### src/hdl/urbp_pkg.sv
// ----------------------------------------------------------------------------
// urbp_pkg
// Operation, status and counter codes and the ring status bundle.
// ----------------------------------------------------------------------------
`default_nettype none

package urbp_pkg;

    localparam logic [1:0] OP_PUT   = 2'd0;
    localparam logic [1:0] OP_GET   = 2'd1;
    localparam logic [1:0] OP_EVENT = 2'd2;
    localparam logic [1:0] OP_READ  = 2'd3;

    localparam logic [1:0] ST_OK      = 2'd0;
    localparam logic [1:0] ST_TX_FULL = 2'd1;
    localparam logic [1:0] ST_RX_EMPTY = 2'd2;

    localparam int NUM_COUNTS = 6;
    localparam logic [2:0] CNT_HW_OVR  = 3'd0;
    localparam logic [2:0] CNT_NOISE   = 3'd1;
    localparam logic [2:0] CNT_FRAME   = 3'd2;
    localparam logic [2:0] CNT_PARITY  = 3'd3;
    localparam logic [2:0] CNT_TX_FULL = 3'd4;
    localparam logic [2:0] CNT_RX_FULL = 3'd5;

    typedef struct packed {
        logic full;
        logic empty;
    } ring_stat_t;

endpackage

`default_nettype wire

### src/hdl/urbp_ring.sv
// ----------------------------------------------------------------------------
// urbp_ring
// Byte ring in a synchronous memory with head and tail pointers; one slot
// stays free so that full and empty differ. Pop data is registered.
// ----------------------------------------------------------------------------
`default_nettype none

module urbp_ring #(
    parameter int DEPTH = 64
) (
    input  wire logic                  aclk,
    input  wire logic                  aresetn,
    input  wire logic                  push_en,
    input  wire logic [7:0]            push_data,
    input  wire logic                  pop_en,
    output logic [7:0]                 pop_data,
    output urbp_pkg::ring_stat_t       stat
);
    import urbp_pkg::*;

    localparam int PW = (DEPTH > 1) ? $clog2(DEPTH) : 1;

    logic [7:0]    mem [DEPTH];
    logic [PW-1:0] head_reg;
    logic [PW-1:0] tail_reg;
    logic [PW-1:0] head_next;
    logic [PW-1:0] tail_next;
    logic [7:0]    rd_data_reg;

    function automatic logic [PW-1:0] advance(input logic [PW-1:0] p);
        logic [PW-1:0] n;
        n = (p == PW'(DEPTH - 1)) ? '0 : p + 1'b1;
        return n;
    endfunction

    assign head_next  = advance(head_reg);
    assign tail_next  = advance(tail_reg);
    assign stat.full  = (tail_next == head_reg);
    assign stat.empty = (head_reg == tail_reg);
    assign pop_data   = rd_data_reg;

    always_ff @(posedge aclk) begin
        if (!aresetn) begin
            head_reg <= '0;
            tail_reg <= '0;
        end else begin
            if (push_en) begin
                tail_reg <= tail_next;
            end
            if (pop_en) begin
                head_reg <= head_next;
            end
        end
    end

    always_ff @(posedge aclk) begin
        if (push_en) begin
            mem[tail_reg] <= push_data;
        end
        if (pop_en) begin
            rd_data_reg <= mem[head_reg];
        end
    end

endmodule

`default_nettype wire

### src/hdl/uart_ring_buffer_pair.sv
// ----------------------------------------------------------------------------
// uart_ring_buffer_pair
// Buffered serial port: transmit and receive byte rings and six error
// counters behind one request channel.
// ----------------------------------------------------------------------------
// Each request is taken into the pending stage, and its result moves on to
// the output register once that is free; with the result side ready, one
// request per clock is sustained. The pending stage waits on the registered
// read port of the ring memories, which supplies the popped byte for get
// and for a uart event. A new request is taken while a finished result
// waits, as long as the single pending stage can move on.
// ----------------------------------------------------------------------------
`default_nettype none

module uart_ring_buffer_pair #(
    parameter int TX_DEPTH   = 64,
    parameter int RX_DEPTH   = 64,
    parameter int COUNT_BITS = 32
) (
    input  wire logic        aclk,
    input  wire logic        aresetn,
    input  wire logic        s_valid,
    output logic             s_ready,
    input  wire logic [1:0]  s_operation,
    input  wire logic [7:0]  s_char_in,
    input  wire logic        s_rx_valid,
    input  wire logic [7:0]  s_rx_byte,
    input  wire logic        s_tx_ready,
    input  wire logic        s_overrun_flag,
    input  wire logic        s_noise_flag,
    input  wire logic        s_frame_flag,
    input  wire logic        s_parity_flag,
    input  wire logic [2:0]  s_counter_index,
    output logic             m_valid,
    input  wire logic        m_ready,
    output logic [1:0]       m_status,
    output logic [7:0]       m_char_out,
    output logic             m_char_valid,
    output logic             m_send_valid,
    output logic [7:0]       m_send_byte,
    output logic             m_tx_irq_enabled,
    output logic [31:0]      m_counter_value
);
    import urbp_pkg::*;

    ring_stat_t tx_stat;
    ring_stat_t rx_stat;
    logic [7:0] tx_pop_data;
    logic [7:0] rx_pop_data;

    logic accept;
    logic out_free;
    logic tx_push;
    logic tx_pop;
    logic rx_push;
    logic rx_pop;
    logic [NUM_COUNTS-1:0] bump;
    logic [1:0]  status_next;
    logic        irq_next;
    logic [31:0] count_next;

    logic [COUNT_BITS-1:0] cnt_reg [NUM_COUNTS];
    logic        irq_reg;
    logic        pend_reg;
    logic [1:0]  pend_status_reg;
    logic        pend_char_valid_reg;
    logic        pend_send_valid_reg;
    logic        pend_irq_reg;
    logic [31:0] pend_count_reg;

    logic        m_valid_reg;
    logic [1:0]  m_status_reg;
    logic [7:0]  m_char_out_reg;
    logic        m_char_valid_reg;
    logic        m_send_valid_reg;
    logic [7:0]  m_send_byte_reg;
    logic        m_irq_reg;
    logic [31:0] m_count_reg;

    assign out_free = !m_valid_reg || m_ready;
    assign s_ready  = !pend_reg || out_free;
    assign accept   = s_valid && s_ready;

    urbp_ring #(.DEPTH(TX_DEPTH)) u_tx_ring (
        .aclk      (aclk),
        .aresetn   (aresetn),
        .push_en   (tx_push),
        .push_data (s_char_in),
        .pop_en    (tx_pop),
        .pop_data  (tx_pop_data),
        .stat      (tx_stat)
    );

    urbp_ring #(.DEPTH(RX_DEPTH)) u_rx_ring (
        .aclk      (aclk),
        .aresetn   (aresetn),
        .push_en   (rx_push),
        .push_data (s_rx_byte),
        .pop_en    (rx_pop),
        .pop_data  (rx_pop_data),
        .stat      (rx_stat)
    );

    always_comb begin
        tx_push     = 1'b0;
        tx_pop      = 1'b0;
        rx_push     = 1'b0;
        rx_pop      = 1'b0;
        bump        = '0;
        status_next = ST_OK;
        irq_next    = irq_reg;
        count_next  = '0;
        if (accept) begin
            unique case (s_operation)
                OP_PUT: begin
                    if (tx_stat.full) begin
                        bump[CNT_TX_FULL] = 1'b1;
                        status_next       = ST_TX_FULL;
                    end else begin
                        tx_push  = 1'b1;
                        irq_next = 1'b1;
                    end
                end
                OP_GET: begin
                    if (rx_stat.empty) begin
                        status_next = ST_RX_EMPTY;
                    end else begin
                        rx_pop = 1'b1;
                    end
                end
                OP_EVENT: begin
                    if (s_rx_valid) begin
                        if (rx_stat.full) begin
                            bump[CNT_RX_FULL] = 1'b1;
                        end else begin
                            rx_push = 1'b1;
                        end
                    end
                    if (s_tx_ready) begin
                        if (tx_stat.empty) begin
                            irq_next = 1'b0;
                        end else begin
                            tx_pop = 1'b1;
                        end
                    end
                    bump[CNT_HW_OVR] = s_overrun_flag;
                    bump[CNT_NOISE]  = s_noise_flag;
                    bump[CNT_FRAME]  = s_frame_flag;
                    bump[CNT_PARITY] = s_parity_flag;
                end
                OP_READ: begin
                    if (s_counter_index < 3'(NUM_COUNTS)) begin
                        count_next = 32'(cnt_reg[s_counter_index]);
                    end
                end
                default: begin
                    status_next = ST_OK;
                end
            endcase
        end
    end

    always_ff @(posedge aclk) begin
        if (!aresetn) begin
            for (int i = 0; i < NUM_COUNTS; i++) begin
                cnt_reg[i] <= '0;
            end
            irq_reg     <= 1'b0;
            pend_reg    <= 1'b0;
            m_valid_reg <= 1'b0;
        end else begin
            for (int i = 0; i < NUM_COUNTS; i++) begin
                if (bump[i]) begin
                    cnt_reg[i] <= cnt_reg[i] + 1'b1;
                end
            end
            irq_reg <= irq_next;
            if (pend_reg && out_free) begin
                m_valid_reg <= 1'b1;
            end else if (m_ready) begin
                m_valid_reg <= 1'b0;
            end
            if (accept) begin
                pend_reg <= 1'b1;
            end else if (out_free) begin
                pend_reg <= 1'b0;
            end
        end
    end

    always_ff @(posedge aclk) begin
        if (accept) begin
            pend_status_reg     <= status_next;
            pend_char_valid_reg <= rx_pop;
            pend_send_valid_reg <= tx_pop;
            pend_irq_reg        <= irq_next;
            pend_count_reg      <= count_next;
        end
        if (pend_reg && out_free) begin
            m_status_reg     <= pend_status_reg;
            m_char_valid_reg <= pend_char_valid_reg;
            m_char_out_reg   <= pend_char_valid_reg ? rx_pop_data : 8'd0;
            m_send_valid_reg <= pend_send_valid_reg;
            m_send_byte_reg  <= pend_send_valid_reg ? tx_pop_data : 8'd0;
            m_irq_reg        <= pend_irq_reg;
            m_count_reg      <= pend_count_reg;
        end
    end

    assign m_valid          = m_valid_reg;
    assign m_status         = m_status_reg;
    assign m_char_out       = m_char_out_reg;
    assign m_char_valid     = m_char_valid_reg;
    assign m_send_valid     = m_send_valid_reg;
    assign m_send_byte      = m_send_byte_reg;
    assign m_tx_irq_enabled = m_irq_reg;
    assign m_counter_value  = m_count_reg;

endmodule

`default_nettype wire

### config.mk
export PLATFORM = sky130hd
export DESIGN_NAME = uart_ring_buffer_pair
export DESIGN_NICKNAME = d
export VERILOG_FILES = /design/src/hdl/urbp_pkg.sv /design/src/hdl/urbp_ring.sv /design/src/hdl/uart_ring_buffer_pair.sv
export SDC_FILE = /design/constraint.sdc
export NUM_CORES = 2
export LEC_CHECK = 0
export ABC_AREA = 1
export BUFFER_PORTS_ARGS = -buffer_cell sky130_fd_sc_hd__buf_4
export CAP_MARGIN = 25
export CORE_AREA = 4 4 364 366
export CTS_BUF_LIST = sky130_fd_sc_hd__clkbuf_8 sky130_fd_sc_hd__clkbuf_16
export CTS_CLUSTER_DIAMETER = 100
export DETAILED_ROUTE_END_ITERATION = 8
export DIE_AREA = 0 0 368 370
export SETUP_SLACK_MARGIN = 0.4
export SLEW_MARGIN = 40
export SYNTH_ARGS = -nofsm -noshare
export SYNTH_HDL_FRONTEND = slang
export SYNTH_SLANG_ARGS = --single-unit
### constraint.sdc
create_clock -name aclk -period 10.23 [get_ports aclk]
set_clock_uncertainty 0.05 [all_clocks]
set_input_delay 2.046 -clock aclk [delete_from_list [all_inputs] [get_ports aclk]]
set_output_delay 2.046 -clock aclk [all_outputs]
set_load 0.01 [all_outputs]
# --- Word-level counts from Yosys, hierarchy flattened ---
# Memory sizes are Yosys's and may differ from the RTL's. A register that Yosys moved wholly into a read port is not among the register bits.
# Index checks and enable logic that the tools add are counted.
# W data, S select, Z words.
op_classes:
  addsub: 10
  magnitude_cmp: 1
  n_eq_ne: 11
  n_mux: 66
  bitwise_logic: 6
  n_reduce_logical: 11
ops:
  columns: ["cell", "count"]
  rows:
  - ["$add A32 B1 Y32 const B", 6]
  - ["$mux W32", 6]
  - ["$mux W1", 51]
  - ["$mux W6", 5]
  - ["$add A6 B1 Y6 const B", 4]
  - ["$eq A6 B6 Y1", 4]
  - ["$eq A6 B6 Y1 const B", 4]
  - ["$or A1 B1 Y1", 6]
  - ["$eq A2 B2 Y1 const B", 2]
  - ["$mux W4", 1]
  - ["$pmux W2 S2", 1]
  - ["$reduce_bool A2 Y1", 2]
  - ["$logic_not A1 Y1", 3]
  - ["$lt A3 B3 Y1 const B", 1]
  - ["$eq A2 B1 Y1 const B", 1]
  - ["$logic_and A1 B1 Y1", 2]
  - ["$logic_not A2 Y1", 1]
  - ["$logic_or A1 B1 Y1", 2]
  - ["$mux W2", 1]
  - ["$pmux W1 S2", 1]
  - ["$reduce_and A2 Y1", 1]
word_totals:
  regBits: 85
  ramBits: 1216
  inputBits: 31
  output_inout_bits: 55
  wordCells: 126
  mem_count: 3
memory_table:
  columns: ["memory", "words", "word_bits", "read_ports", "rd_clocked_by_memory_dff", "write_ports", "line_no", "text"]
  rows:
  - ["u_rx_ring.mem", 64, 8, 1, 1, 1, "urbp_ring.sv:23", "logic [7:0] mem [DEPTH];"]
  - ["u_tx_ring.mem", 64, 8, 1, 1, 1, "urbp_ring.sv:23", null]
  - ["cnt_reg", 6, 32, 7, 1, 6, "uart_ring_buffer_pair.sv:62", "logic [COUNT_BITS-1:0] cnt_reg [NUM_COUNTS];"]

# --- Logic depth before layout (Yosys ltp) ---
depth:
  ltp_word: 11
  mapped_depth: 14
  ltp_nobuf: 13

# --- Hierarchy ---
# From an unflattened synthesis, not the netlist that was laid out.
unflattened:
  hier_cells: 6531
  hier_area_um2: 62421.1
modules_own_cells:
  columns: ["module", "instances", "cells_per_inst", "area_each_um2", "seq_area_each_um2"]
  rows:
  - ["urbp_ring", 2, 2205, 22845.7, 15855.2]
  - ["uart_ring_buffer_pair", 1, 2121, 16729.8, 8528.2]

# --- Least setup slack after synthesis ---
# Ideal clock, no wire load.
synth_timing:
  kind: "input to register"
  from: "input port m_ready"
  to: "memory cnt_reg[0][0] (enable)"
  setup_time_ns: 0.466
  t_arrival_ns: 5.475
  required_ns: 9.714
  path_slack_ns: 4.239
  cell_stages: 6
  n_path_buf: 0
  cell_sequence: "inv_1 nand3_1 nand2_1 inv_2 nand2_2 o21ai_0"
synth_rtl:
  columns: ["item", "line_no", "text"]
  rows:
  - ["start, declared", "uart_ring_buffer_pair.sv:35", "input wire logic m_ready,"]
  - ["end, declared", "uart_ring_buffer_pair.sv:62", null]

# --- Final worst setup path ---
layout_timing:
  from: "input port m_ready"
  to: "memory u_rx_ring.mem[6][4] (enable)"
layout_via:
  elab_chain_len: 6
layout_rtl:
  columns: ["item", "line_no", "text"]
  rows:
  - ["$logic_or A1 B1 Y1", "uart_ring_buffer_pair.sv:80", "assign out_free = !m_valid_reg || m_ready;"]
  - ["$logic_or A1 B1 Y1", "uart_ring_buffer_pair.sv:81", "assign s_ready = !pend_reg || out_free;"]
  - ["$logic_and A1 B1 Y1", "uart_ring_buffer_pair.sv:82", "assign accept = s_valid && s_ready;"]
  - ["net accept", "uart_ring_buffer_pair.sv:51", "logic accept;"]
  - ["$mux W1", "uart_ring_buffer_pair.sv:113", "if (accept) begin"]
  - ["$mux W1", "urbp_ring.sv:57", "if (push_en) begin"]
  - ["$mux W1 (not written as such)", "urbp_ring.sv:58", "mem[tail_reg] <= push_data;"]
  - ["end, declared", "urbp_ring.sv:23", null]
# The timed path passes the listed nets, and every way through them passes these cells.

==> results.txt <==
* Run status: complete, no violations
- The initial antenna violation count was 2.
- Aggregate global routing overflow: 0
- Most used cell along the critical path: nand3_1
* Vias: 41,387
- Tracing the worst setup path back leads to its startpoint at m_ready.
- Synth Area in Simple Gates: 15.6%
* Overall die width: 368 um
* Vias/cell: 5.74
- In the synthesized netlist the dominant register cell turns out to be edfxtp_1.
- Number of buffers inserted to repair setup after CTS: 0
* Post-detailed-routing wire length: 160,000 um
* Starting Density: 45.7%
- H-tree Lvls: 4
- By area, the combinational part of the netlist is dominated by simple AND/OR/NAND/NOR gates.
- Min-Delay Path Class: flip-flop to flip-flop
- At the later pin of the worst-skew pair, clock insertion delay measures 780 ps.
- Post-route clock period utilization: 50.0%
* # rows: 132
* Die height: 370 um
- Clock tree synthesis found a total of 1,349 sinks.
* Number of global-route vias before repair: 38,964
- Area growth from synthesis to layout: 11.3%
* PwrDens: 178 nW/um2
- Setup-failing EPs final: 0
- CTS tree: built
* Area of the mapped netlist: 59,000 um2
- Number of instances in the synthesized netlist: 5,364
- The count of nets left with antenna violations once routing finished came out at 0.
- Kind of critical path: input port to flip-flop
- Core area: 129,000 um2
- Required arrival time at the worst endpoint: 10,600 ps
* Slowest cell on the critical path: nor2_1
- Max-cap violations in this run came to 0.
- Area of combinational cells with multiple inputs: 16,400 um2
* Detailed router's first-iteration violation count: 4,242
- In this run the register-to-register setup slack is 6100 ps.
- The final count of pins violating max slew came to 0.
- Static timing analysis puts the maximum clock frequency at 195 MHz.
- Summing the areas of all compound-gate instances in the mapped netlist gives 11.2% of the synthesized area.
- Count of endpoints failing hold in the final timing report: 0
- The post-route netlist has 8.50% of its cells at a drive strength greater than 1.
- CP cell instances: buf_4, inv_1, nand3_1, nand2_1, clkinv_2, nand2_2, nor2_4, nand2_4, inv_2, nand3_1, nor2_1
* Per-instance average area after synthesis: 11.0 um2
- Reg2Reg Launch Point: u_rx_ring.head_reg[4]
- The synthesized design devotes to its leading area cell type 67.3% of total area.
- HPWL reported at the end of detailed placement: 97,900 um
- CTS max path bufs: 3
- Buffers placed on the I/O ports in this run total 85.
- By area the synthesized netlist is led by edfxtp_1, nor2_1, o21ai_0.
* Footprint of the flip-flops and latches: 40,300 um2
* Quantity of hold-fixing buffers added after cts: 0
* I/O pin total: 86
- Setup total negative slack on the finished layout was measured at 0 ps.
* Post-synth net total: 5,405
- The completed layout was analyzed and its total power is 0.0117 W.
- DRC violation count after routing: 0
- Number of nets in the finished design: 5,395
- Startpoint type of the worst setup path: input port
- Worst-path fanout max: 40
- Number of cells upsized or downsized after cts: 0
- Routability Congestion: 0.887
* Tightest slew margin relative to the limit: 38.2%
- At the pin with the least slew margin, the transition time is 924 ps.
* Global-route wire length before repair: 239,000 um
- Endpoint kind of the worst setup timing path: flip-flop
- Root Buffer: clkbuf_16
* Post-Synth XOR/XNOR Area: 0.653%
* Commonest cells post-synth: edfxtp_1, nor2_1, o21ai_0
* Share of the yosys chip area belonging to registers: 68.2%
* Max IR drop VDD: 197 uV
- For this design the static power due to leakage is 22.2 nW.
- Summing the areas of all fa, ha and maj instances in the mapped netlist gives 0.212% of the synthesized area.
* Post-synthesis register bit count: 1,349
* Worst endpoint data arrival time: 5480 ps
* Count of cell types in the netlist: 51
* Pin count of the biggest net entering global routing: 153
- Cell with the most instances after synthesis: edfxtp_1
* Share of synthesized flip-flops with an asynchronous set or reset: 0%
* Post-detailed-route wirelength per cell: 22.2 um
* Number of enable-type register cells in the synthesized netlist: 1,322
- Clock-pin slew was measured on the worst setup and hold paths at 60 ps.
- The startpoint identified for the worst hold timing path is pend_count_reg[22].
* DR pass1 iterations: 6
* Tightest hold margin: 362 ps
- The portion of synthesized area spent on multiplexers is 0%.
- For this run, the slowest stage of the critical path takes 670 ps.
- Setup repair after global routing left no endpoint under its margin.
- Global routing used 23.0% of the available tracks across all layers.
- Count of synthesis-stage warnings from yosys: 0
* Post-layout min period: 5120 ps
* Die ar.: 136,000 um2
- The filler cells instantiated in the layout total 11,503.
* Cell type contributing the most total cell area after synthesis: edfxtp_1
- In this run, CTS created clock tree buffers numbering 144.
[layout make-up]
| type | instances | share of cell area, % |
|---|---|---|
| Timing Repair Buffer | 123 | 1.57 |
| Clock inverter | 117 | 1.39 |
| Sequential cell | 1349 | 61.3 |
| Multi-Input combinational cell | 3407 | 25.0 |
| Inverter | 329 | 1.91 |
| Antenna cell | 1 | 0.00381 |
| Clock buffer | 146 | 5.56 |
| Tap cell | 1742 | 3.32 |
[layout by cell type (no fill, tap or decap), types with 8 or more instances in the layout]
cell / synthesis / routed
o221ai_1: 18 / 18
xnor2_1: 15 / 15
clkinvlp_4: 0 / 8
o211ai_1: 109 / 109
buf_4: 10 / 105
nor4_1: 15 / 15
nor3_1: 104 / 104
clkbuf_16: 0 / 146
inv_2: 12 / 14
edfxtp_1: 1322 / 1322
clkinv_2: 0 / 25
buf_6: 6 / 14
or2_2: 22 / 22
bufinv_16: 0 / 8
nand3_2: 12 / 17
a21oi_1: 255 / 254
nand4_1: 68 / 68
xor2_1: 29 / 29
ha_1: 10 / 10
nand2_1: 627 / 627
nor3b_1: 14 / 14
o22ai_1: 126 / 126
nor2_2: 18 / 27
and3_1: 8 / 8
nor3_2: 17 / 17
nand3_1: 223 / 218
dfxtp_1: 27 / 21
inv_1: 314 / 337
clkinv_1: 2 / 35
nor2_1: 978 / 968
o21ai_0: 691 / 687
[where the power goes]
part	internal, W	leakage [nW]	switching, W	total (W)
sequential	0.00613	12.4	0.0000693	0.00620
combinational	0.000118	7.39	0.000384	0.000502
clock	0.00282	2.33	0.00220	0.00502
[per-layer routing]
metal	track usage, %	up-vias	routed length [um]
li1	-	19120	-
met1	33.1	20201	69400
met2	34.7	1776	71400
met3	5.12	288	14400
met4	7.74	2	4870
met5	0	-	10
[stage by stage]
step	instances	util, %	setup WS, ps	area, um2
finish	7214	50.9	5110	65700
global route	7213	50.9	4880	65700
CTS	7213	50.8	4950	65700
floorplan	5364	-	4240	59000
global placement	6946	47.2	4140	60900
detailed placement	6950	47.3	4090	61100
[worst paths after layout]
| path | to | cells past startpoint |
|---|---|---|
| hold reg to reg | m_counter_value[22] | 0 |
| hold / removal | m_counter_value[22] | 0 |
| setup reg to reg | u_rx_ring.mem[6][4] | 11 |
| setup / recovery | u_rx_ring.mem[6][4] | 11 |
[critical path: cells and delay by family]
kind                   cells  cell delay [ps]
buffers and inverters      4             1090
AND/OR/NAND/NOR            7             2310
[cell families (layout without fill, tap and decap cells)]
family	Yosys count	after routing
compound gates	1218	1218
xor+xnor	44	44
fa+ha+maj	10	10
buf+inv	608	715
flops	1349	1349
other cells	0	1
simple gates	2135	2135
No activity file was read; power rests on OpenSTA's default activity.
